`config.mk`:
```
export PLATFORM = sky130hd
export DESIGN_NAME = lzwp_back
export DESIGN_NICKNAME = d
export VERILOG_FILES = /design/src/hw/rtl/lzwp_pkg.sv /design/src/hw/rtl/lzwp_back.sv
export SDC_FILE = /design/constraint.sdc
export NUM_CORES = 1
export LEC_CHECK = 0
export BUFFER_PORTS_ARGS = -buffer_cell sky130_fd_sc_hd__buf_4
export CELL_PAD_IN_SITES_DETAIL_PLACEMENT = 2
export CELL_PAD_IN_SITES_GLOBAL_PLACEMENT = 2
export CORE_UTILIZATION = 35
export DETAILED_ROUTE_END_ITERATION = 10
export PLACE_DENSITY = 0.87
export RECOVER_POWER = 50
export SYNTH_ARGS = -nofsm -noshare
export SYNTH_HDL_FRONTEND = slang
export SYNTH_SLANG_ARGS = --single-unit
export TNS_END_PERCENT = 100
```
`constraint.sdc`:
```
create_clock -name clk -period 2.7 [get_ports clk]
set_clock_uncertainty 0.05 [all_clocks]
set_input_delay 0.135 -clock clk [delete_from_list [all_inputs] [get_ports clk]]
set_output_delay 0.135 -clock clk [all_outputs]
set_load 0.1 [all_outputs]
```
`src/hw/rtl/lzwp_pkg.sv`:
```
// ----------------------------------------------------------------------------
// lzwp_pkg
// Shared constants and types of the LZW compressor and symbol packer.
// ----------------------------------------------------------------------------
package lzwp_pkg;

	// Dictionary and hash table sizing
	localparam int DICT_ENTRIES = 4096;
	localparam int TABLE_SLOTS  = 8192;
	localparam int CODE_W       = $clog2(DICT_ENTRIES);
	localparam int NEXT_W       = CODE_W + 1;
	localparam int SLOT_W       = $clog2(TABLE_SLOTS);
	localparam int KEY_W        = CODE_W + 8;
	localparam int ENTRY_W      = 1 + KEY_W + CODE_W;
	localparam logic [31:0] HASH_MULT = 32'h9E37_79B1;

	// Code width control
	localparam int END_CODE   = 2;
	localparam int FIRST_CODE = 3;
	localparam int WIDTH_CAP  = 15;
	localparam int CW_W       = 4;
	localparam int ENL_W      = WIDTH_CAP;
	localparam int CW_RESET   = 2;
	localparam int ENL_RESET  = 2;

	// Bit packing
	localparam int VAL_W     = WIDTH_CAP + 8;
	localparam int NB_W      = $clog2(VAL_W + 1);
	localparam int MAX_OUT   = 64;
	localparam int CNT_W     = $clog2(MAX_OUT + 1);
	localparam int BPS_W     = 4;
	localparam int BPS_RESET = 6;
	localparam int SYM_W     = 8;

	// Queue sizing
	localparam int CMDQ_DEPTH = 4;
	localparam int OUTQ_DEPTH = 4;

	// One emission command from the front to the back
	typedef struct packed {
		logic [VAL_W-1:0] value;
		logic [NB_W-1:0]  nbits;
		logic             flush;
		logic             ovf;
		logic             first;
	} cmd_t;

	// Queue status seen by producer and consumer
	typedef struct packed {
		logic full;
		logic empty;
	} q_stat_t;

	// One finished symbol
	typedef struct packed {
		logic [SYM_W-1:0] symbol;
		logic             stream_end;
		logic             overflow;
	} sym_t;

endpackage

```
`src/hw/rtl/lzwp_back.sv`:
```
// ----------------------------------------------------------------------------
// lzwp_back
// Shifts command bits LSB first into symbols and queues finished symbols.
// ----------------------------------------------------------------------------
module lzwp_back (
	input  logic                        clk,
	input  logic                        arst_n,
	input  logic [lzwp_pkg::BPS_W-1:0]  bits_per_symbol,
	input  lzwp_pkg::cmd_t              cmd_rd,
	input  lzwp_pkg::q_stat_t           cmdq_stat,
	output logic                        cmd_pop,
	output logic                        empty,
	input  logic                        pop,
	output logic [lzwp_pkg::SYM_W-1:0]  symbol,
	output logic                        stream_end,
	output logic                        overflow
);

	localparam int OAW = $clog2(lzwp_pkg::OUTQ_DEPTH);

	logic                          act_q;
	lzwp_pkg::cmd_t                cur_q;
	logic [lzwp_pkg::NB_W-1:0]     left_q;
	logic [7:0]                    accum_q;
	logic [2:0]                    pos_q;
	logic [lzwp_pkg::CNT_W-1:0]    cnt_q;
	lzwp_pkg::sym_t                oq_q [lzwp_pkg::OUTQ_DEPTH];
	logic [OAW-1:0]                owr_q;
	logic [OAW-1:0]                ord_q;
	logic [OAW:0]                  ocnt_q;

	logic [lzwp_pkg::BPS_W-1:0]    sym_w;
	logic                          bit_in;
	logic [7:0]                    nacc;
	logic                          sym_done;
	logic                          room;
	logic                          skip;
	logic                          need;
	logic                          stall;
	logic                          advance;
	logic                          cmd_done;
	logic                          oq_full;
	logic                          o_push;
	logic                          o_pop;
	lzwp_pkg::sym_t                o_new;

	// Clamp the symbol width to 1..8
	always_comb begin
		if (bits_per_symbol == '0) begin
			sym_w = lzwp_pkg::BPS_W'(1);
		end else if (bits_per_symbol > lzwp_pkg::BPS_W'(8)) begin
			sym_w = lzwp_pkg::BPS_W'(8);
		end else begin
			sym_w = bits_per_symbol;
		end
	end

	assign bit_in   = cur_q.flush ? 1'b0 : cur_q.value[0];
	assign nacc     = {accum_q[6:0], bit_in};
	assign sym_done = (lzwp_pkg::BPS_W'(pos_q) + 1'b1) >= sym_w;
	assign room     = (cnt_q < lzwp_pkg::CNT_W'(lzwp_pkg::MAX_OUT));
	assign skip     = act_q && cur_q.flush && !room;
	assign need     = act_q && !skip && sym_done && room;
	assign oq_full  = (ocnt_q == (OAW+1)'(lzwp_pkg::OUTQ_DEPTH));
	assign stall    = need && oq_full;
	assign advance  = act_q && !skip && !stall;
	assign cmd_done = cur_q.flush ? sym_done : (left_q == lzwp_pkg::NB_W'(1));
	assign cmd_pop  = !act_q && !cmdq_stat.empty;
	assign o_push   = need && !oq_full;
	assign o_pop    = pop && !empty;

	assign o_new.symbol     = nacc;
	assign o_new.stream_end = cur_q.flush;
	assign o_new.overflow   = cur_q.ovf;

	assign empty      = (ocnt_q == '0);
	assign symbol     = oq_q[ord_q].symbol;
	assign stream_end = oq_q[ord_q].stream_end;
	assign overflow   = oq_q[ord_q].overflow;

	// Hold finished symbols
	always_ff @(posedge clk) begin
		if (o_push) begin
			oq_q[owr_q] <= o_new;
		end
	end

	// Load commands, shift one bit per cycle unless the symbol queue stalls, count symbols per byte
	always_ff @(posedge clk or negedge arst_n) begin
		if (!arst_n) begin
			act_q   <= 1'b0;
			cur_q   <= '0;
			left_q  <= '0;
			accum_q <= '0;
			pos_q   <= '0;
			cnt_q   <= '0;
			owr_q   <= '0;
			ord_q   <= '0;
			ocnt_q  <= '0;
		end else begin
			if (cmd_pop) begin
				act_q  <= 1'b1;
				cur_q  <= cmd_rd;
				left_q <= cmd_rd.nbits;
				if (cmd_rd.first) begin
					cnt_q <= '0;
				end
			end else if (skip) begin
				act_q   <= 1'b0;
				accum_q <= '0;
				pos_q   <= '0;
			end else if (advance) begin
				accum_q     <= sym_done ? 8'd0 : nacc;
				pos_q       <= sym_done ? 3'd0 : pos_q + 1'b1;
				cur_q.value <= cur_q.value >> 1;
				left_q      <= left_q - 1'b1;
				if (need) begin
					cnt_q <= cnt_q + 1'b1;
				end
				if (cmd_done) begin
					act_q <= 1'b0;
				end
			end
			if (o_push) begin
				owr_q <= owr_q + 1'b1;
			end
			if (o_pop) begin
				ord_q <= ord_q + 1'b1;
			end
			case ({o_push, o_pop})
				2'b10:   ocnt_q <= ocnt_q + 1'b1;
				2'b01:   ocnt_q <= ocnt_q - 1'b1;
				default: ocnt_q <= ocnt_q;
			endcase
		end
	end

endmodule

```
==> qor.yml <==
sta:
  finalSetupViolations: 0
  slew_headroom: 0.0287
  clock.fmax_mhz: 373
  slew_viol_final: 0
  rsz0062_at_grt: "true"
  tightestPinTransition_ns: 1.46
  finalCritPeriodShare: 0.992
  fin_crit_ns: 2.68
  hold_ws_ns: 0.0142
  hold_viol: 0
final_layout:
  fin_util: 0.457
  multi_input_area_sq_um: 1590
  fin_area_sq_um: 5490
  nets: 497
  area_delta_synth_final_pct: 27.3
  final_cells: 595
  drive_above_1_share: 0.261
  register_area_sq_um: 2580
  diodes: 0
  nFillCells: 1214
synthesis:
  synth.cell_area_sq_um: 4310
  synth-edff-count: 40
  syn_area_per_cell_sq_um: 12.3
  synthFlopType: "dfrtp_1"
  synthCells: 352
  syn_nets: 406
  synth_async_sr_flop_share: 0.579
  ys_seq_area_frac: 0.597
  synth_cell_types: 50
  ys_warn_count: 0
  ys_ff_latch: 95
clock_tree:
  root_buffer: "clkbuf_16"
  cts_tree: "done"
  clockBufferDepth: 2
  clock_sinks: 95
  cts.clk_slew.worst_paths_ns: 0.07
  htreeDepth: 3
  numCtsBuffers: 9
  clk_latency_ns: 0.35
grt:
  gr-total-overflow: 0
  grt_pass1_vias: 3536
  antenna_found_initial: 0
  grt_pass1_wl_um: 18200
  grt_max_degree: 56
  grt_use_total: 0.188
pwr:
  p_leak_uw: 0.00228
  p_int_uw: 4080
  p_clk_frac: 0.174
  sw_frac_of_total: 0.444
  p_per_area_nw_per_um2: 1340
  peakVddDrop_mv: 0.607
  combPwrFrac: 0.474
  switchingPower_uw: 3260
  seqPwrFrac: 0.352
die:
  start_util: 0.359
  die-area_sq_um: 12800
  die_w_um: 113
  coreArea_sq_um: 12000
  die_y_um: 113
  row_count: 40
  num_io_pins: 52
setup_path:
  slowest_stage: "dfrtp_2"
  cp_common_cell: "xor2_1"
  r2r_slack_ns: 0.02
  cp-end-kind: "flip-flop"
  required_ns: 2.93
  path_cells: "ha_4 > xor2_1 > ha_1 > o211ai_1 > o21ai_2 > and3_4 > inv_4 > ha_4 > inv_2 > fa_2 > xor2_1 > nor2_1 > xor2_1"
  reg2reg_to: "ocnt_q[2]"
  cp_slowest_stage_delay_ns: 0.44
  r2r_cells: 13
  reg2reg_from: "pos_q[0]"
  critPathKind: "flip-flop to flip-flop"
  worst-path-max-fanout: 4
  startpoint_type: "flip-flop"
  arrival_ns: 2.91
min_path:
  hold_end: "left_q[2]"
  hold_class: "input port to flip-flop"
  hold_depth: 3
  worstHoldStart: "cmd_rd[5]"
placed_design:
  routabilityCongestion: 0.732
  placed_cells: 546
  dpl.hpwl_um: 7210
  post_dp_cell_area_sq_um: 4870
  io_buffers: 50
routing:
  vias: 3129
  post-route-drc-count: 0
  vias_per_cell: 5.26
  first_iter_violations: 86
  wl_met2_um: 6320
  wl_per_cell_um: 19.0
  wl_um: 11300
  dr.pass1.iters: 4
  top_layer: "met4"
  wl_met1_um: 4420
  route.met3.wl_um: 427
  ant_nets: 0
flow_run:
  maxCapViolCount: 0
status:
  status: "completed"
-- worst max-delay path by stage --
stage / slack [ns] / start / end
floorplan: -0.06 / pos_q[0] / ocnt_q[2]
global placement: 0.09 / pos_q[0] / ocnt_q[2]
CTS: 0.006 / pos_q[1] / ocnt_q[2]
finish: 0.02 / pos_q[0] / ocnt_q[2]
detailed placement: -0.04 / pos_q[0] / ocnt_q[2]
global route: -0.13 / pos_q[0] / ocnt_q[2]
-- final cells by class --
class | count | area share
Sequential cell | 95 | 0.469
Multi-Input combinational cell | 228 | 0.290
Timing Repair Buffer | 96 | 0.144
Clock buffer | 11 | 0.0460
Tap cell | 147 | 0.0335
Inverter | 13 | 0.00934
Clock inverter | 5 | 0.00797
-- state kept, by name, summed over array words and instances (netlist names) --
signal / cells
oq_q: 40
cur_q: 25
accum_q: 7
cnt_q: 7
left_q: 5
ocnt_q: 3
pos_q: 3
ord_q: 2
owr_q: 2
act_q: 1
-- metrics by stage --
step	power (uW)	setup WS [ns]	setup TNS, ns
final	7340	0.0209	0
after global placement	5640	0.0936	0
after floorplan	5070	-0.0630	-0.113
after detailed placement	5900	-0.0442	-0.0442
after global routing	7790	-0.126	-0.126
after CTS	7280	0.00584	0
-- worst max-delay path, delay by kind of cell, from the launching register on --
| kind | cells | cell delay, ns |
|---|---|---|
| adders and majority gates | 4 | 0.94 |
| xor gates and xnor gates | 3 | 0.45 |
| DFF | 1 | 0.44 |
| and+or+nand+nor | 2 | 0.35 |
| AOI/OAI and AO/OA | 2 | 0.27 |
| buffers and inverters | 2 | 0.10 |
-- power groups by stage --
stage / Clock (uW) / Sequential (uW) / Combinational [uW]
final: 1280 / 2580 / 3480
after global routing: 1350 / 2660 / 3770
after CTS: 1320 / 2590 / 3380
after detailed placement: 0 / 2620 / 3290
after global placement: 0 / 2530 / 3110
after floorplan: 0 / 2370 / 2700
-- cell families after synthesis --
family                     synth area share
AOI/OAI and AO/OA                     0.122
xor gates and xnor gates             0.0203
adders and majority gates            0.0423
buffers and inverters                0.0470
DFF                                   0.597
muxes                                0.0595
and+or+nand+nor                       0.112
-- cells in the final DEF (no fill, tap or decap), types with 2 or more instances in the layout --
master,n
inv_6,4
a41oi_1,3
dlygate4sd3_1,26
a21oi_1,50
a22o_1,8
xnor2_1,6
xor2_1,4
ha_4,3
mux2i_1,2
inv_1,10
edfxtp_1,40
and2_1,4
ha_1,10
dfrtp_1,54
a21oi_2,3
o21ai_0,9
clkbuf_16,9
nand3_1,5
a31oi_1,3
clkbuf_2,2
or4_1,2
o21a_1,2
mux4_2,10
buf_4,66
nor2_1,31
o211ai_1,2
nor2b_1,3
clkbuf_8,2
nand2_1,44
-- synthesized netlist by cell type, drive strengths merged (3+ instances only) --
library cell	count	area [sq um]
dfrtp	55	1380
nor2b	3	18.8
xor2	4	35.0
a21oi	53	273
o21ai	11	58.8
edfxtp	40	1200
mux4	10	225
nor2	33	134
xnor2	6	52.6
a31oi	3	18.8
and2	4	25.0
ha	13	163
a41oi	3	26.3
nand2	45	171
a22o	8	70.1
buf	11	95.1
inv	12	45.0
nand3	5	25.0
clkbuf	5	58.8
-- metal layers --
metal  GRT usage  vias up
li1            -     1436
met1       0.197     1620
met2       0.363       61
met3      0.0568       12
met4      0.0474        0
met5           0        -
-- repair_timing --
item	in CTS	in global routing
setup buffers	2	5
resized for setup	1	3
hold buffers	26	0
pin swaps	3	8
endpoints found under the hold margin	80	0
setup endpoints to repair	1	20
Note: power is estimated with default switching activity, not from simulation.
