<file path="src/hw/rtl/lzwp_pkg.sv">
// ----------------------------------------------------------------------------
// lzwp_pkg
// Shared constants and types of the LZW compressor and symbol packer.
// ----------------------------------------------------------------------------
package lzwp_pkg;

	// Dictionary and hash table sizing
	localparam int DICT_ENTRIES = 4096;
	localparam int TABLE_SLOTS  = 8192;
	localparam int CODE_W       = $clog2(DICT_ENTRIES);
	localparam int NEXT_W       = CODE_W + 1;
	localparam int SLOT_W       = $clog2(TABLE_SLOTS);
	localparam int KEY_W        = CODE_W + 8;
	localparam int ENTRY_W      = 1 + KEY_W + CODE_W;
	localparam logic [31:0] HASH_MULT = 32'h9E37_79B1;

	// Code width control
	localparam int END_CODE   = 2;
	localparam int FIRST_CODE = 3;
	localparam int WIDTH_CAP  = 15;
	localparam int CW_W       = 4;
	localparam int ENL_W      = WIDTH_CAP;
	localparam int CW_RESET   = 2;
	localparam int ENL_RESET  = 2;

	// Bit packing
	localparam int VAL_W     = WIDTH_CAP + 8;
	localparam int NB_W      = $clog2(VAL_W + 1);
	localparam int MAX_OUT   = 64;
	localparam int CNT_W     = $clog2(MAX_OUT + 1);
	localparam int BPS_W     = 4;
	localparam int BPS_RESET = 6;
	localparam int SYM_W     = 8;

	// Queue sizing
	localparam int CMDQ_DEPTH = 4;
	localparam int OUTQ_DEPTH = 4;

	// One emission command from the front to the back
	typedef struct packed {
		logic [VAL_W-1:0] value;
		logic [NB_W-1:0]  nbits;
		logic             flush;
		logic             ovf;
		logic             first;
	} cmd_t;

	// Queue status seen by producer and consumer
	typedef struct packed {
		logic full;
		logic empty;
	} q_stat_t;

	// One finished symbol
	typedef struct packed {
		logic [SYM_W-1:0] symbol;
		logic             stream_end;
		logic             overflow;
	} sym_t;

endpackage

</file>
<file path="src/hw/rtl/lzwp_cmd_q.sv">
// ----------------------------------------------------------------------------
// lzwp_cmd_q
// Short command queue between the dictionary front and the bit packer.
// ----------------------------------------------------------------------------
module lzwp_cmd_q (
	input  logic                   clk,
	input  logic                   arst_n,
	input  logic                   push,
	input  lzwp_pkg::cmd_t         wdata,
	input  logic                   pop,
	output lzwp_pkg::cmd_t         rdata,
	output lzwp_pkg::q_stat_t      stat
);

	localparam int AW = $clog2(lzwp_pkg::CMDQ_DEPTH);

	lzwp_pkg::cmd_t entry_q [lzwp_pkg::CMDQ_DEPTH];
	logic [AW-1:0]  wr_ptr_q;
	logic [AW-1:0]  rd_ptr_q;
	logic [AW:0]    count_q;
	logic           do_push;
	logic           do_pop;

	assign stat.full  = (count_q == (AW+1)'(lzwp_pkg::CMDQ_DEPTH));
	assign stat.empty = (count_q == '0);
	assign do_push    = push && !stat.full;
	assign do_pop     = pop && !stat.empty;
	assign rdata      = entry_q[rd_ptr_q];

	// Store entries
	always_ff @(posedge clk) begin
		if (do_push) begin
			entry_q[wr_ptr_q] <= wdata;
		end
	end

	// Advance pointers and count
	always_ff @(posedge clk or negedge arst_n) begin
		if (!arst_n) begin
			wr_ptr_q <= '0;
			rd_ptr_q <= '0;
			count_q  <= '0;
		end else begin
			if (do_push) begin
				wr_ptr_q <= wr_ptr_q + 1'b1;
			end
			if (do_pop) begin
				rd_ptr_q <= rd_ptr_q + 1'b1;
			end
			case ({do_push, do_pop})
				2'b10:   count_q <= count_q + 1'b1;
				2'b01:   count_q <= count_q - 1'b1;
				default: count_q <= count_q;
			endcase
		end
	end

endmodule

</file>
<file path="config.mk">
export PLATFORM = sky130hd
export DESIGN_NAME = lzwp_cmd_q
export DESIGN_NICKNAME = d
export VERILOG_FILES = /design/src/hw/rtl/lzwp_pkg.sv /design/src/hw/rtl/lzwp_cmd_q.sv
export SDC_FILE = /design/constraint.sdc
export NUM_CORES = 1
export LEC_CHECK = 0
export BUFFER_PORTS_ARGS = -buffer_cell sky130_fd_sc_hd__buf_2
export CAP_MARGIN = 20
export CELL_PAD_IN_SITES_DETAIL_PLACEMENT = 1
export CELL_PAD_IN_SITES_GLOBAL_PLACEMENT = 2
export CORE_MARGIN = 2
export CORE_UTILIZATION = 30
export DETAILED_ROUTE_END_ITERATION = 6
export GPL_TIMING_DRIVEN = 0
export PLACE_DENSITY_LB_ADDON = 0.1
export SETUP_SLACK_MARGIN = 0.05
export SLEW_MARGIN = 20
export SYNTH_ARGS = -nofsm -noshare
export SYNTH_HDL_FRONTEND = slang
export SYNTH_SLANG_ARGS = --single-unit
</file>
<file path="constraint.sdc">
create_clock -name clk -period 2.8 [get_ports clk]
set_clock_uncertainty 0.15 [all_clocks]
set_input_delay 0.42 -clock clk [delete_from_list [all_inputs] [get_ports clk]]
set_output_delay 0.42 -clock clk [all_outputs]
set_load 0.005 [all_outputs]
</file>
==> results of run 1 <==
what timing repair did:
| action | 4_1_cts | 5_1_grt |
|---|---|---|
| buffers inserted | 0 | 0 |
| hold buffers | 1 | 0 |
| hold endpoints to repair | 7 | 0 |
worst paths after layout:
path                                  to  slack (ns)  cells past startpoint
setup / recovery               rdata[10]        0.49                      4
hold / removal             entry_q[0][4]        0.07                      1
hold reg to reg               count_q[2]        0.37                      1
min in group asynchronous    wr_ptr_q[1]        0.22                      2
setup reg to reg              count_q[2]        0.62                      9
max in group asynchronous    rd_ptr_q[0]        2.10                      2
critical path, stage by stage (launching register included):
cell and delay [ns]:
dfrtp_1 0.33, buf_6 0.16, buf_12 0.17, mux4_2 0.52, buf_2 0.14
cell usage after synthesis (all sizes together):
cell type,number
mux2i,1
xor2,3
xnor2,3
fa,1
edfxtp,124
o31a,1
ha,5
and2,4
nor2,1
nand2,1
inv,6
buf,7
nor2b,1
dfrtp,7
mux4,31
nor3b,1
mux2,1
nor3,1
through the flow:
stage | power (W) | std cells | setup slack (ns)
global placement | 0.00465 | 482 | -0.214
floorplan | 0.00391 | 199 | 0.669
finish | 0.00688 | 519 | 0.488
CTS | 0.00703 | 519 | 0.444
global route | 0.00726 | 519 | 0.410
detailed placement | 0.00473 | 486 | 0.634
registers in the layout, summed over array words and instances, names as in the netlist:
name and count:
count_q 3, entry_q 124, rd_ptr_q 2, wr_ptr_q 2
cell families after synthesis:
| group | count (synthesis) |
|---|---|
| compound gates | 1 |
| xor+xnor | 6 |
| fa+ha+maj | 6 |
| buf+inv | 13 |
| flops | 131 |
| mux | 33 |
| simple gates | 9 |
power by group:
group	switching, W	internal (W)	leakage (nW)	total [W]
logic	0.000912	0.000968	0.696	0.00188
clock network	0.000804	0.00148	0.291	0.00228
registers	0.000121	0.00260	1.22	0.00272
metal layers:
layer / part of all wire / up-vias / track usage
met5: 0 / - / 0
met4: 0.019 / 0 / 0.0609
met3: 0.046 / 19 / 0.0404
met2: 0.50 / 52 / 0.191
met1: 0.44 / 1172 / 0.145
li1: - / 1012 / -
cell type report:
| cell class | count | area [um2] | area share |
|---|---|---|---|
| Timing Repair Buffer | 72 | 433 | 0.0691 |
| Tap cell | 216 | 270 | 0.0431 |
| Inverter | 6 | 22.5 | 0.00359 |
| Clock inverter | 15 | 190 | 0.0304 |
| Sequential cell | 131 | 3900 | 0.622 |
| Buffer | 7 | 86.3 | 0.0138 |
| Multi-Input combinational cell | 55 | 938 | 0.150 |
| Clock buffer | 17 | 425 | 0.0679 |
==> results.cfg, run 1 <==
[pwr]
leakagePower_nw = 2.20
power_density_nw_per_um2 = 1100
peakVddDrop_uv = 421

[synth]
synth_top_cell_by_area = edfxtp_1
synth-compound-area-share = 0.00177
muxShareOfSynthArea = 0.148
synth_xor_area_frac = 0.0106
synthAdderAreaFrac = 0.0167
syn_area_per_cell_um2 = 24.8
syn-num-nets = 240
synth_top_family_by_area = multiplexers
yosys_warnings = 0
synth_seq_area_share = 0.789
syn_area_um2 = 4940
synth-seq-cells = 131
yosysTopAreaCellShare = 0.754
synthSimpleGateAreaFrac = 0.0119
yosysUniqueCellTypes = 21
synthTopCellsByArea = edfxtp_1 75%, mux4_2 13%, dfrtp_1 3.5%
netlist_instances = 199

[grt]
grt_max_degree = 24
grt_pass1_vias = 2585
antenna_found_initial = 0
overflow = 0
grt_pass1_wl_mm = 15.1
grt_use_total = 0.120

[final_layout]
final_core_util = 0.392
layout_common_cells = 124 x edfxtp_1, 70 x buf_2, 28 x mux4_2
drive_above_1_share = 0.469
stdcell_area_um2 = 6260
final_common_cell = edfxtp_1
n_fill_cell = 1606
fin_nets = 331
insertedDiodeCount = 0
syn2layout_area_growth_pct = 26.8

[sta]
max_slew.worst_pin.slew_ns = 0.465
hold_slack_ns = 0.0690
fin_crit_sh = 0.826
finalSetupViolCount = 0
hold_viol_final = 0
fin_crit_ns = 2.31
final.setup.tns_ns = 0
slew_headroom = 0.690
grt_setup_unrepaired = false
max_freq_ghz = 0.432
slew_viol_final = 0

[drt]
wl_per_cell_um = 18.2
via_per_inst = 4.34
vias = 2255
firstDrtPassIters = 4
drtIter0Drc = 171
post-route-drc-count = 0
antenna_left = 0
postRouteWirelength_mm = 9.46

[clock_tree]
cts_buffers = 17
cts_tree = yes
path_clk_slew_ns = 0.05
cts_root_buf = clkbuf_16
clock_latency_ns = 0.42
post_cts_resized = 0
clk_path_buf_depth = 2
cts.sinks = 131
cts_max_level = 4

[setup_path]
critPathKind = reg -> out
critPathLaunchType = flip-flop
endpoint_kind = output pin
reg2reg_from = count_q[0]
critPathLaunch = rd_ptr_q[0]
crit_fanout = 10
cp.required_ns = 2.23
arrival_ns = 1.74

[floorplan]
fp.dieArea_um2 = 17500
core_area_um2 = 16000
initial_core_util = 0.309
die_w_um = 132
io_pins = 68
rows = 46
die_y_um = 132

[run]
drv_cap = 0

[placement]
hpwl_mm = 6.02
place.gp.congestion = 0.635
io_buffers = 67
placedInstanceArea_um2 = 5640

[run_status]
outcome = finished clean

[min_path]
hold_path.class = in -> reg
worstHoldStart = wdata[4]
Note: power is estimated with default switching activity, not from simulation.
==> run 2, diff against run 1 <==
Clock period 2.8 ns to 1.85 ns, I/O delays scaled along.
==> results.cfg, run 2 (synthesized netlist as in run 1, its figures left out) <==
[drt]
post-route-drc-count = 0
vias = 2534
via_per_inst = 4.42
antenna_left = 0
wl_per_cell_um = 18.6
firstDrtPassIters = 4
postRouteWirelength_mm = 10.7
drtIter0Drc = 93

[setup_path]
crit_fanout = 9
arrival_ns = 1.75
critPathLaunchType = flip-flop
endpoint_kind = output pin
crit_chain = buf_6 -> buf_12 -> mux4_2 -> buf_2
cp.required_ns = 1.42
critPathMaxStageDelay_ns = 0.53
critical_path.slowest_cell = mux4_2
critPathKind = reg -> out

[floorplan]
rows = 46
initial_core_util = 0.309
core_area_um2 = 16000
die_w_um = 132
die_y_um = 132
fp.dieArea_um2 = 17500
io_pins = 68

[final_layout]
final_common_cell = edfxtp_1
multi_input_area_um2 = 1010
largest_register_ffs = 124
register_area_um2 = 3900
regMostFlops = entry_q
n_fill_cell = 1593
drive_above_1_share = 0.485
insertedDiodeCount = 0
reg_top3 = entry_q (124), count_q (3)
syn2layout_area_growth_pct = 38.0
fin_nets = 385
final_core_util = 0.426
layout_common_cells = 124 x edfxtp_1, 65 x buf_2, 32 x dlygate4sd3_1

[sta]
grt_setup_unrepaired = true
fin_crit_sh = 1.18
fin_ws_ns = -0.332
final.setup.tns_ns = -9.21
max_slew.worst_pin.slew_ns = 0.274
slew_headroom = 0.818
fin_crit_ns = 2.18
slew_viol_final = 0
hold_viol_final = 0
finalSetupViolCount = 32
max_freq_ghz = 0.458

[grt]
grt_max_degree = 17
grt_use_total = 0.132
grt_pass1_wl_mm = 16.8
overflow = 0
grt_pass1_vias = 2824
antenna_found_initial = 0

[clock_tree]
cts_max_level = 4
clock_latency_ns = 0.41
cts_tree = yes
cts_root_buf = clkbuf_16
clk_path_buf_depth = 2
cts_buffers = 17
cts.sinks = 131
path_clk_slew_ns = 0.06

[run]
drv_cap = 0

[run_status]
outcome = finished, violations left
violations = setup timing

[placement]
place.gp.congestion = 0.660
io_buffers = 67
hpwl_mm = 5.51

[pwr]
peakVddDrop_uv = 858
power_density_nw_per_um2 = 1580
finalPower_w = 0.0108
leakagePower_nw = 2.45

[min_path]
hold_path.class = in -> async
==> run 2: changes by cell type in the layout (fill, tap and decap cells not counted), sizes merged <==
cell | previous run | this run
dlygate4sd3 | 1 | 32
buf | 78 | 94
bufinv | 4 | 2
clkinv | 8 | 10
clkbuf | 17 | 22
and2 | 4 | 9
clkinvlp | 3 | 0
==> run 2: per-layer routing <==
| metal | routed length (um) | track usage | vias up |
|---|---|---|---|
| met1 | 4790 | 0.166 | 1341 |
| met5 | 0 | 0 | - |
| met4 | 175 | 0.0538 | 0 |
| met3 | 381 | 0.0408 | 15 |
| li1 | - | - | 1125 |
| met2 | 5340 | 0.214 | 53 |
==> run 2: report_power, final <==
part	internal (W)	switching (W)	leakage (nW)
Sequential	0.00394	0.000199	1.22
Combinational	0.00192	0.00157	0.963
Clock	0.00196	0.00118	0.276
Total	0.00782	0.00295	2.45
==> run 2: worst max-delay path, delay by kind of cell, from the launching register on <==
kind | cells | cell delay (ns)
mux | 1 | 0.53
buf+inv | 3 | 0.45
flops | 1 | 0.35
==> run 2: stage by stage <==
stage	instance area (um2)	instances	hold slack, ns	worst slack [ns]
after floorplan	4950	199	-0.168	-0.108
final	6820	573	0.0809	-0.332
after global routing	6820	573	0.0971	-0.400
after detailed placement	5560	482	-0.0134	-0.479
after global placement	5560	482	-0.0212	-0.478
after CTS	6750	570	0.0714	-0.341
==> run 2: repair_timing <==
item,4_1_cts,5_1_grt
cloned,4,1
pin swaps,10,3
hold buffers,32,0
setup endpoints to repair,157,60
gates resized for setup,15,8
hold endpoints to repair,131,0
setup buffers,20,2
==> run 2: path summary, 6_finish.rpt <==
path / start / endpoint / slack (ns) / cells after the start
setup reg to reg: count_q[1] / count_q[2] / -0.12 / 9
hold reg to reg: count_q[2] / count_q[2] / 0.40 / 1
setup / recovery: rd_ptr_q[0] / rdata[23] / -0.33 / 4
max in group asynchronous: arst_n / count_q[0] / 1.28 / 2
hold / removal: arst_n / count_q[1] / 0.08 / 2
min in group clk: push / count_q[0] / 0.23 / 5
==> run 2: layout make-up <==
class                      instances  share of cell area
multi-input combinational         60               0.148
clock buffer                      20              0.0641
tap                              216              0.0396
clock inverter                    12              0.0169
buffer                             7              0.0138
inverter                           6             0.00330
sequential                       131               0.572
timing repair buffer             121               0.142
